$ cat src/hw/rtl/d2s_pkg.sv
// Shared types and constants for the depth-to-space address generator.
// No dependencies; every other file depends on this package.
`timescale 1ns / 1ps

package d2s_pkg;

  localparam int MAX_WIDTH    = 1024;
  localparam int MAX_HEIGHT   = 1024;
  localparam int MAX_TILE     = 16;
  localparam int MAX_CHANNELS = 64;
  localparam int ADDR_BITS    = 32;

  localparam int DIM_W   = 11;  // tensor_width / tensor_height register width
  localparam int TILE_W  = 5;   // tile edge register width
  localparam int CHAN_W  = 7;   // channels register width
  localparam int CFG_W   = 11;  // widest register
  localparam int ROW_CW  = 10;  // position counter widths
  localparam int COL_CW  = 10;
  localparam int CH_CW   = 6;
  localparam int TR_CW   = 4;
  localparam int TC_CW   = 4;
  localparam int QDEPTH  = 4;
  localparam int QPTR_W  = 2;

  typedef logic signed [7:0] sample_t;
  typedef logic [ADDR_BITS-1:0] addr_t;

  typedef enum logic [1:0] {
    CFG_TENSOR_WIDTH  = 2'd0,
    CFG_TENSOR_HEIGHT = 2'd1,
    CFG_TILE_EDGE     = 2'd2,
    CFG_CHANNELS      = 2'd3
  } cfg_index_t;

  // Effective (clamped) configuration seen by front and back.
  typedef struct packed {
    logic [DIM_W-1:0]  width;
    logic [DIM_W-1:0]  height;
    logic [TILE_W-1:0] tile;
    logic [CHAN_W-1:0] chans;
  } d2s_cfg_t;

  // One classified element waiting for address computation.
  typedef struct packed {
    sample_t           sample;
    logic [ROW_CW-1:0] row;
    logic [COL_CW-1:0] col;
    logic [CH_CW-1:0]  chan;
    logic [TR_CW-1:0]  trow;
    logic [TC_CW-1:0]  tcol;
    logic              last;
  } d2s_entry_t;

endpackage

$ cat src/hw/rtl/d2s_if.sv
// Stream interfaces for the depth-to-space address generator.
// Depends on d2s_pkg for payload types.
`timescale 1ns / 1ps

interface d2s_in_if;
  logic             valid;
  logic             ready;
  d2s_pkg::sample_t sample;

  modport source (output valid, output sample, input ready);
  modport sink   (input valid, input sample, output ready);
endinterface

interface d2s_out_if;
  logic             valid;
  logic             ready;
  d2s_pkg::sample_t out_value;
  d2s_pkg::addr_t   out_address;
  logic             frame_last;

  modport source (output valid, output out_value, output out_address,
                  output frame_last, input ready);
  modport sink   (input valid, input out_value, input out_address,
                  input frame_last, output ready);
endinterface

$ cat src/hw/rtl/depth_to_space_address_gen_unit.sv
// Depth-to-space address generator: one element per cycle sustained when the
// output is taken each cycle; the front queue accepts while the back stalls, until it is full.
// An accepted element is written to the queue, then passes three address stages
// (multiply-add, product, final add into the output register).
// A held output stalls the whole address pipeline.
// Reset (synchronous, rst high) sets all configuration registers to 1, clears the position
// counters and empties the queue and pipeline.
`timescale 1ns / 1ps

module depth_to_space_address_gen_unit (
  input  logic                       clk,
  input  logic                       rst,
  input  logic                       cfg_we,
  input  logic [1:0]                 cfg_index,
  input  logic [d2s_pkg::CFG_W-1:0]  cfg_data,
  d2s_in_if.sink                     sample_ch,
  d2s_out_if.source                  result_ch
);
  import d2s_pkg::*;

  logic [DIM_W-1:0]  tensor_width;
  logic [DIM_W-1:0]  tensor_height;
  logic [TILE_W-1:0] tile_edge;
  logic [CHAN_W-1:0] channels;
  d2s_cfg_t          cfg;

  logic       q_push, q_pop, q_full, q_empty;
  d2s_entry_t q_wdata, q_rdata;

  // Zero acts as one; values above the maximum act as the maximum.
  function automatic logic [10:0] clamp_dim(input logic [10:0] v, input logic [10:0] maxv);
    logic [10:0] r;
    if (v == '0) r = 11'd1;
    else if (v > maxv) r = maxv;
    else r = v;
    return r;
  endfunction

  always_ff @(posedge clk) begin
    if (rst) begin
      tensor_width  <= DIM_W'(1);
      tensor_height <= DIM_W'(1);
      tile_edge     <= TILE_W'(1);
      channels      <= CHAN_W'(1);
    end else if (cfg_we) begin
      case (cfg_index_t'(cfg_index))
        CFG_TENSOR_WIDTH:  tensor_width  <= cfg_data[DIM_W-1:0];
        CFG_TENSOR_HEIGHT: tensor_height <= cfg_data[DIM_W-1:0];
        CFG_TILE_EDGE:     tile_edge     <= cfg_data[TILE_W-1:0];
        CFG_CHANNELS:      channels      <= cfg_data[CHAN_W-1:0];
        default: ;
      endcase
    end
  end

  always_comb begin
    cfg.width  = clamp_dim(tensor_width, 11'(MAX_WIDTH));
    cfg.height = clamp_dim(tensor_height, 11'(MAX_HEIGHT));
    cfg.tile   = TILE_W'(clamp_dim(11'(tile_edge), 11'(MAX_TILE)));
    cfg.chans  = CHAN_W'(clamp_dim(11'(channels), 11'(MAX_CHANNELS)));
  end

  d2s_front u_front (
    .clk       (clk),
    .rst       (rst),
    .cfg       (cfg),
    .sample_ch (sample_ch),
    .q_full    (q_full),
    .q_push    (q_push),
    .q_data    (q_wdata)
  );

  d2s_fifo u_fifo (
    .clk       (clk),
    .rst       (rst),
    .push      (q_push),
    .push_data (q_wdata),
    .full      (q_full),
    .pop       (q_pop),
    .pop_data  (q_rdata),
    .empty     (q_empty)
  );

  d2s_back u_back (
    .clk       (clk),
    .rst       (rst),
    .cfg       (cfg),
    .q_empty   (q_empty),
    .q_data    (q_rdata),
    .q_pop     (q_pop),
    .result_ch (result_ch)
  );

endmodule

$ cat src/hw/rtl/d2s_front.sv
// Front end: accepts elements, tracks the five nested position counters
// and marks the final element. Depends on d2s_pkg and d2s_in_if.
`timescale 1ns / 1ps

module d2s_front (
  input  logic                  clk,
  input  logic                  rst,
  input  d2s_pkg::d2s_cfg_t     cfg,
  d2s_in_if.sink                sample_ch,
  input  logic                  q_full,
  output logic                  q_push,
  output d2s_pkg::d2s_entry_t   q_data
);
  import d2s_pkg::*;

  logic [ROW_CW-1:0] row_count;
  logic [COL_CW-1:0] col_count;
  logic [CH_CW-1:0]  chan_count;
  logic [TR_CW-1:0]  tile_row_count;
  logic [TC_CW-1:0]  tile_col_count;

  logic tc_wrap, tr_wrap, ch_wrap, col_wrap, row_wrap;

  // A counter at or beyond its final position counts as final.
  assign tc_wrap  = ({2'b0, tile_col_count} + 6'd1) >= {1'b0, cfg.tile};
  assign tr_wrap  = ({2'b0, tile_row_count} + 6'd1) >= {1'b0, cfg.tile};
  assign ch_wrap  = ({1'b0, chan_count} + 7'd1) >= cfg.chans;
  assign col_wrap = ({1'b0, col_count} + 11'd1) >= cfg.width;
  assign row_wrap = ({1'b0, row_count} + 11'd1) >= cfg.height;

  assign sample_ch.ready = !q_full;
  assign q_push          = sample_ch.valid && !q_full;

  always_comb begin
    q_data.sample = sample_ch.sample;
    q_data.row    = row_count;
    q_data.col    = col_count;
    q_data.chan   = chan_count;
    q_data.trow   = tile_row_count;
    q_data.tcol   = tile_col_count;
    q_data.last   = tc_wrap && tr_wrap && ch_wrap && col_wrap && row_wrap;
  end

  always_ff @(posedge clk) begin
    if (rst) begin
      row_count      <= '0;
      col_count      <= '0;
      chan_count     <= '0;
      tile_row_count <= '0;
      tile_col_count <= '0;
    end else if (q_push) begin
      if (!tc_wrap) begin
        tile_col_count <= tile_col_count + 1'b1;
      end else begin
        tile_col_count <= '0;
        if (!tr_wrap) begin
          tile_row_count <= tile_row_count + 1'b1;
        end else begin
          tile_row_count <= '0;
          if (!ch_wrap) begin
            chan_count <= chan_count + 1'b1;
          end else begin
            chan_count <= '0;
            if (!col_wrap) begin
              col_count <= col_count + 1'b1;
            end else begin
              col_count <= '0;
              row_count <= row_wrap ? '0 : row_count + 1'b1;
            end
          end
        end
      end
    end
  end

endmodule

$ cat src/hw/rtl/d2s_fifo.sv
// Short queue between front and back end, holding classified elements.
// Depends on d2s_pkg.
`timescale 1ns / 1ps

module d2s_fifo (
  input  logic                clk,
  input  logic                rst,
  input  logic                push,
  input  d2s_pkg::d2s_entry_t push_data,
  output logic                full,
  input  logic                pop,
  output d2s_pkg::d2s_entry_t pop_data,
  output logic                empty
);
  import d2s_pkg::*;

  d2s_entry_t        entries [QDEPTH];
  logic [QPTR_W-1:0] wr_ptr;
  logic [QPTR_W-1:0] rd_ptr;
  logic [QPTR_W:0]   count;

  assign full     = count == (QPTR_W+1)'(QDEPTH);
  assign empty    = count == '0;
  assign pop_data = entries[rd_ptr];

  always_ff @(posedge clk) begin
    if (push) begin
      entries[wr_ptr] <= push_data;
    end
  end

  always_ff @(posedge clk) begin
    if (rst) begin
      wr_ptr <= '0;
      rd_ptr <= '0;
      count  <= '0;
    end else begin
      if (push) wr_ptr <= wr_ptr + 1'b1;
      if (pop)  rd_ptr <= rd_ptr + 1'b1;
      count <= count + (QPTR_W+1)'(push) - (QPTR_W+1)'(pop);
    end
  end

endmodule

$ cat src/hw/rtl/d2s_back.sv
// Back end: three-stage address pipeline from queued counter values to the
// output register. Depends on d2s_pkg and d2s_out_if.
`timescale 1ns / 1ps

module d2s_back (
  input  logic                clk,
  input  logic                rst,
  input  d2s_pkg::d2s_cfg_t   cfg,
  input  logic                q_empty,
  input  d2s_pkg::d2s_entry_t q_data,
  output logic                q_pop,
  d2s_out_if.source           result_ch
);
  import d2s_pkg::*;

  logic adv;
  logic v1, v2, v3;

  // stage 1: output row/column and c*t
  logic [14:0]       oy1, ox1;
  logic [10:0]       ct1;
  logic [CH_CW-1:0]  ch1;
  sample_t           val1;
  logic              last1;
  // stage 2: partial products
  logic [24:0]       p2;
  logic [20:0]       lo2;
  sample_t           val2;
  logic              last2;
  // stage 3: output register
  addr_t             addr3;
  sample_t           val3;
  logic              last3;

  // Whole pipeline stalls together when the output is held.
  assign adv   = !v3 || result_ch.ready;
  assign q_pop = adv && !q_empty;

  always_ff @(posedge clk) begin
    if (rst) begin
      v1 <= 1'b0;
      v2 <= 1'b0;
      v3 <= 1'b0;
    end else if (adv) begin
      v1 <= !q_empty;
      v2 <= v1;
      v3 <= v2;
    end
  end

  always_ff @(posedge clk) begin
    if (adv) begin
      oy1   <= 15'(q_data.row) * 15'(cfg.tile) + 15'(q_data.trow);
      ox1   <= 15'(q_data.col) * 15'(cfg.tile) + 15'(q_data.tcol);
      ct1   <= 11'(cfg.chans) * 11'(cfg.tile);
      ch1   <= q_data.chan;
      val1  <= q_data.sample;
      last1 <= q_data.last;

      p2    <= 25'(oy1) * 25'(ct1);
      lo2   <= 21'(ox1) * 21'(cfg.chans) + 21'(ch1);
      val2  <= val1;
      last2 <= last1;

      addr3 <= ADDR_BITS'(36'(p2) * 36'(cfg.width) + 36'(lo2));
      val3  <= val2;
      last3 <= last2;
    end
  end

  assign result_ch.valid       = v3;
  assign result_ch.out_value   = val3;
  assign result_ch.out_address = addr3;
  assign result_ch.frame_last  = last3;

endmodule
$ cat src/flat_wrapper.sv
// flat-port wrapper written by rule: the top's interface ports become plain ports
module depth_to_space_address_gen_unit_flat import d2s_pkg::*;
  (clk, rst, cfg_we, cfg_index, cfg_data, sample_ch_valid, sample_ch_sample, sample_ch_ready, result_ch_valid, result_ch_out_value, result_ch_out_address, result_ch_frame_last, result_ch_ready);
  d2s_in_if sample_ch_i ();
  d2s_out_if result_ch_i ();
  input  logic clk;
  input  logic rst;
  input  logic cfg_we;
  input  logic [1:0] cfg_index;
  input  logic [d2s_pkg::CFG_W-1:0] cfg_data;
  input wire logic [$bits(sample_ch_i.valid)-1:0] sample_ch_valid;
  input wire logic [$bits(sample_ch_i.sample)-1:0] sample_ch_sample;
  output wire logic [$bits(sample_ch_i.ready)-1:0] sample_ch_ready;
  output wire logic [$bits(result_ch_i.valid)-1:0] result_ch_valid;
  output wire logic [$bits(result_ch_i.out_value)-1:0] result_ch_out_value;
  output wire logic [$bits(result_ch_i.out_address)-1:0] result_ch_out_address;
  output wire logic [$bits(result_ch_i.frame_last)-1:0] result_ch_frame_last;
  input wire logic [$bits(result_ch_i.ready)-1:0] result_ch_ready;
  assign sample_ch_i.valid = sample_ch_valid;
  assign sample_ch_i.sample = sample_ch_sample;
  assign sample_ch_ready = sample_ch_i.ready;
  assign result_ch_valid = result_ch_i.valid;
  assign result_ch_out_value = result_ch_i.out_value;
  assign result_ch_out_address = result_ch_i.out_address;
  assign result_ch_frame_last = result_ch_i.frame_last;
  assign result_ch_i.ready = result_ch_ready;
  depth_to_space_address_gen_unit u_core (.clk(clk), .rst(rst), .cfg_we(cfg_we), .cfg_index(cfg_index), .cfg_data(cfg_data), .sample_ch(sample_ch_i), .result_ch(result_ch_i));
endmodule
$ cat config.mk
export PLATFORM = sky130hd
export DESIGN_NAME = depth_to_space_address_gen_unit_flat
export DESIGN_NICKNAME = d
export VERILOG_FILES = /design/src/hw/rtl/d2s_pkg.sv /design/src/hw/rtl/d2s_if.sv /design/src/hw/rtl/depth_to_space_address_gen_unit.sv /design/src/hw/rtl/d2s_front.sv /design/src/hw/rtl/d2s_fifo.sv /design/src/hw/rtl/d2s_back.sv /design/src/flat_wrapper.sv
export SDC_FILE = /design/constraint.sdc
export NUM_CORES = 2
export LEC_CHECK = 0
export BUFFER_PORTS_ARGS = -buffer_cell sky130_fd_sc_hd__buf_4
export CORE_UTILIZATION = 60
export DETAILED_ROUTE_END_ITERATION = 8
export GPL_TIMING_DRIVEN = 1
export PLACE_DENSITY = 0.77
export SYNTH_ARGS = -nofsm -noshare
export SYNTH_HDL_FRONTEND = slang
export SYNTH_SLANG_ARGS = --single-unit
$ cat constraint.sdc
create_clock -name clk -period 11.45 [get_ports clk]
set_input_delay 2.29 -clock clk [delete_from_list [all_inputs] [get_ports clk]]
set_output_delay 2.29 -clock clk [all_outputs]
set_load 0.02 [all_outputs]
==> flow_metrics.py <==
metrics = {
    "outcome": {
        "status": "finished, final reports clean",
    },
    "synth": {
        "synth_flop_cell": "edfxtp_1",
        "synthArstFlopShare": 0,
        "ys_ff_latch": 404,
        "netlist.top_cell.by_area": "edfxtp_1",
        "netlist_top_cells_count": "inv_1, fa_1, nand2_1",
        "synth_area_leaders": "edfxtp_1, fa_1, ha_1, inv_1, and2_1",
        "yosysWarnings": 0,
        "synth.most_common_cell": "inv_1",
        "syn_area_um2": 36810,
        "synth.top_cell.area_share": 0.2643,
        "ys_seq_area_frac": 0.3079,
        "synth_cell_types": 73,
        "syn_nets": 4262,
        "synth-edff-count": 324,
        "avgSynthCellArea_um2": 10.63,
        "netlist_instances": 3461,
    },
    "timing": {
        "max_slew_margin": 0.1358,
        "hold_viol": 0,
        "setup_tns_ns": 0,
        "skew_ns": 0.02626,
        "drv_slew": 0,
        "maxClockFrequency_ghz": 0.1442,
        "setup_ws_ns": 4.514,
        "fin_crit_ns": 6.936,
        "rsz0062_at_grt": "no",
        "finalSetupViolations": 0,
        "tightestPinTransition_ns": 1.290,
        "fin_crit_sh": 0.6058,
    },
    "critical_path": {
        "crit_path_start_kind": "register",
        "path_cells": "buf_4, nor2b_2, nand2_1, fa_1, fa_1, inv_1, fa_1, fa_1, inv_1, fa_1, inv_1, ha_1, a21o_1, a21o_2, a41oi_1, o22ai_2, a211oi_2, nor3_1, or3_1, a21oi_2, xnor2_1",
        "rr_endpoint": "u_core.u_back.result_ch.out_address[31]",
        "rr_startpoint": "u_core.tensor_width[10]",
        "worst_path_max_delay_cell": "nor2b_2",
        "end_kind": "register",
        "crit_type": "reg2reg",
        "worstPathArrival_ns": 7.27,
        "critPathMaxFanout": 33,
        "r2r_cells": 21,
        "r2r_slack_ns": 4.51,
        "max_stage_delay_ns": 0.97,
        "critPathRequiredTime_ns": 11.78,
        "worst_path_most_repeated_cell": "fa_1",
    },
    "drt": {
        "dr.pass1.iters": 6,
        "totalWireLength_um": 73670,
        "drc": 0,
        "vias_per_cell": 5.536,
        "vias": 23770,
        "dr.first_iter.drc_count": 1316,
        "ant_nets": 0,
        "wl_per_cell_um": 17.16,
    },
    "cts": {
        "clk_pin_slew_ns": 0.06,
        "cts_made_buffers": 45,
        "clk_latency_ns": 0.61,
        "clock_path_buffers": 3,
        "cts_sinks": 404,
        "cts_hold_buf": 0,
        "cts-root-buf": "clkbuf_16",
        "htree_levels": 2,
        "cts_resized": 0,
        "cts_tree": "yes",
        "post_cts_buffers": 0,
    },
    "run": {
        "drv_cap": 0,
    },
    "die": {
        "fp-row-count": 90,
        "core_area_um2": 60470,
        "io-pin-count": 69,
        "die_width_um": 249.7,
        "die_area_um2": 62340,
        "initial_core_util": 0.6086,
        "fp.dieH_um": 249.7,
    },
    "placement": {
        "routabilityCongestion": 0.8839,
        "port_buffers": 68,
        "pre_cts_ws_ns": 4.578,
        "hpwl_um": 54680,
        "dp.cells": 4210,
    },
    "worst_hold_path": {
        "hp-class": "reg2reg",
        "holdPathStages": 0,
        "worstHoldStart": "u_core.u_back.val1[1]",
        "worstHoldEndpoint": "u_core.u_back.val2[1]",
    },
    "pwr": {
        "combPwrFrac": 0.491,
        "intPower_mw": 4.707,
        "switching_share": 0.4047,
        "peakVddDrop_mv": 0.1788,
        "power.switching_mw": 3.199,
        "finalPower_mw": 7.906,
        "p_seq_frac": 0.317,
        "clkPwrFrac": 0.192,
        "leakagePower_nw": 18.02,
        "power_density_nw_per_um2": 199.6,
    },
    "grt": {
        "grt_util_met1": 0.3391,
        "antenna_found_initial": 0,
        "grt_util_met3": 0.03932,
        "grt_max_degree": 90,
        "grt_pass1_vias": 25180,
        "grt_pass1_wl_um": 125400,
        "met2_usage": 0.4121,
        "overflow": 0,
        "grt_util_all_layers": 0.2484,
        "top_usage_layer": "met2",
    },
    "layout": {
        "drive_gt1_frac": 0.07147,
        "antenna_cells": 0,
        "areaGrowthSynthToFinish_pct": 7.642,
        "final_cell_count_no_fill": 4294,
        "fin_nets": 4276,
        "filler_cell_count": 4563,
    },
}
worst max-delay path: cells and delay by family, from the launching register on:
kind,cells,cell delay [ns]
AOI/OAI and AO/OA,6,1.33
DFF,1,0.30
xor gates and xnor gates,1,0.07
and+or+nand+nor,4,1.69
buffers and inverters,4,0.38
adders and majority gates,6,2.88
layout by cell type (no fill, tap or decap), drive strengths merged, types with 45 or more instances in the layout:
master	n
buf	99
clkbuf	54
and2	271
nor2b	58
o21ai	45
fa	477
nor2	137
nand2	442
edfxtp	324
dfxtp	80
xnor2	101
ha	298
a21oi	105
inv	611
area by class of cell:
cell class	instances	area [um2]	share of cell area
Clock buffer	54	1170	0.02953
Clock inverter	30	394.1	0.009948
Inverter	610	2295	0.05792
Multi-Input combinational cell	2315	22700	0.5731
Sequential cell	404	11330	0.2861
Tap cell	782	978.4	0.02470
Timing Repair Buffer	99	743.2	0.01876
kinds of logic after synthesis:
kind of cell	count (synthesis)	share of synthesized area
AND/OR/NAND/NOR	1054	0.1400
adder cells (fa/ha/maj)	775	0.3608
buffers and inverters	742	0.07601
flip-flops	404	0.3079
AO/OA/AOI/OAI	287	0.05120
XOR/XNOR	135	0.03213
multiplexers	64	0.03202
power by group through the flow:
stage	Sequential [mW]	Combinational (mW)	Clock (mW)
2_1_floorplan	2.34	3.08	0
3_3_place_gp	2.52	3.77	0
3_5_place_dp	2.53	3.90	0
4_1_cts	2.50	3.93	1.55
5_1_grt	2.55	4.46	1.60
6_report	2.51	3.88	1.52
metal layers:
layer | share of wire | wire (um) | vias up
met5 | 0 | 0 | -
met1 | 0.44 | 32610 | 11890
li1 | - | - | 11070
met2 | 0.47 | 34750 | 673
met4 | 0.025 | 1856 | 0
met3 | 0.060 | 4450 | 139
worst max path at each step:
stage                                                          to                     from  cells after the start  slack [ns]
after floorplan           u_core.u_back.result_ch.out_address[31]  u_core.tensor_width[10]                     23        5.48
after global placement    u_core.u_back.result_ch.out_address[31]  u_core.tensor_width[10]                     21        4.76
after detailed placement  u_core.u_back.result_ch.out_address[31]  u_core.tensor_width[10]                     21        4.58
after CTS                 u_core.u_back.result_ch.out_address[31]  u_core.tensor_width[10]                     21        4.56
after global routing      u_core.u_back.result_ch.out_address[31]  u_core.tensor_width[10]                     21        4.17
final                     u_core.u_back.result_ch.out_address[31]  u_core.tensor_width[10]                     21        4.51
stage by stage:
step | cell area (um2) | hold WS, ns | utilization
finish | 39620 | 0.4175 | 0.6552
global route | 39620 | 0.4228 | 0.6552
CTS | 39620 | 0.4191 | 0.6552
detailed placement | 38050 | 0.4045 | 0.6293
global placement | 38050 | 0.4009 | 0.6293
floorplan | 36810 | 0.4003 | -
sequential cells by signal, indices dropped and copies added, names as in the netlist, 2 cells and up, named ones only:
name                                 count
u_core.u_back.ct1                       11
u_core.u_back.result_ch.out_address     32
u_core.u_fifo.wr_ptr                     2
u_core.u_fifo.rd_ptr                     2
u_core.u_front.col_count                10
u_core.u_back.oy1                       15
u_core.u_back.p2                        25
u_core.u_back.ox1                       15
u_core.u_front.tile_col_count            4
u_core.u_fifo.entries                  172
u_core.tile_edge                         5
u_core.u_back.ch1                        6
u_core.u_front.row_count                10
u_core.u_front.chan_count                6
u_core.u_front.tile_row_count            4
u_core.u_back.val1                       8
u_core.u_back.lo2                       21
u_core.tensor_width                     11
u_core.tensor_height                    11
u_core.channels                          7
u_core.u_back.val2                       8
u_core.u_fifo.count                      3
u_core.u_back.result_ch.out_value        8
Power figures use the tool's default switching activity.
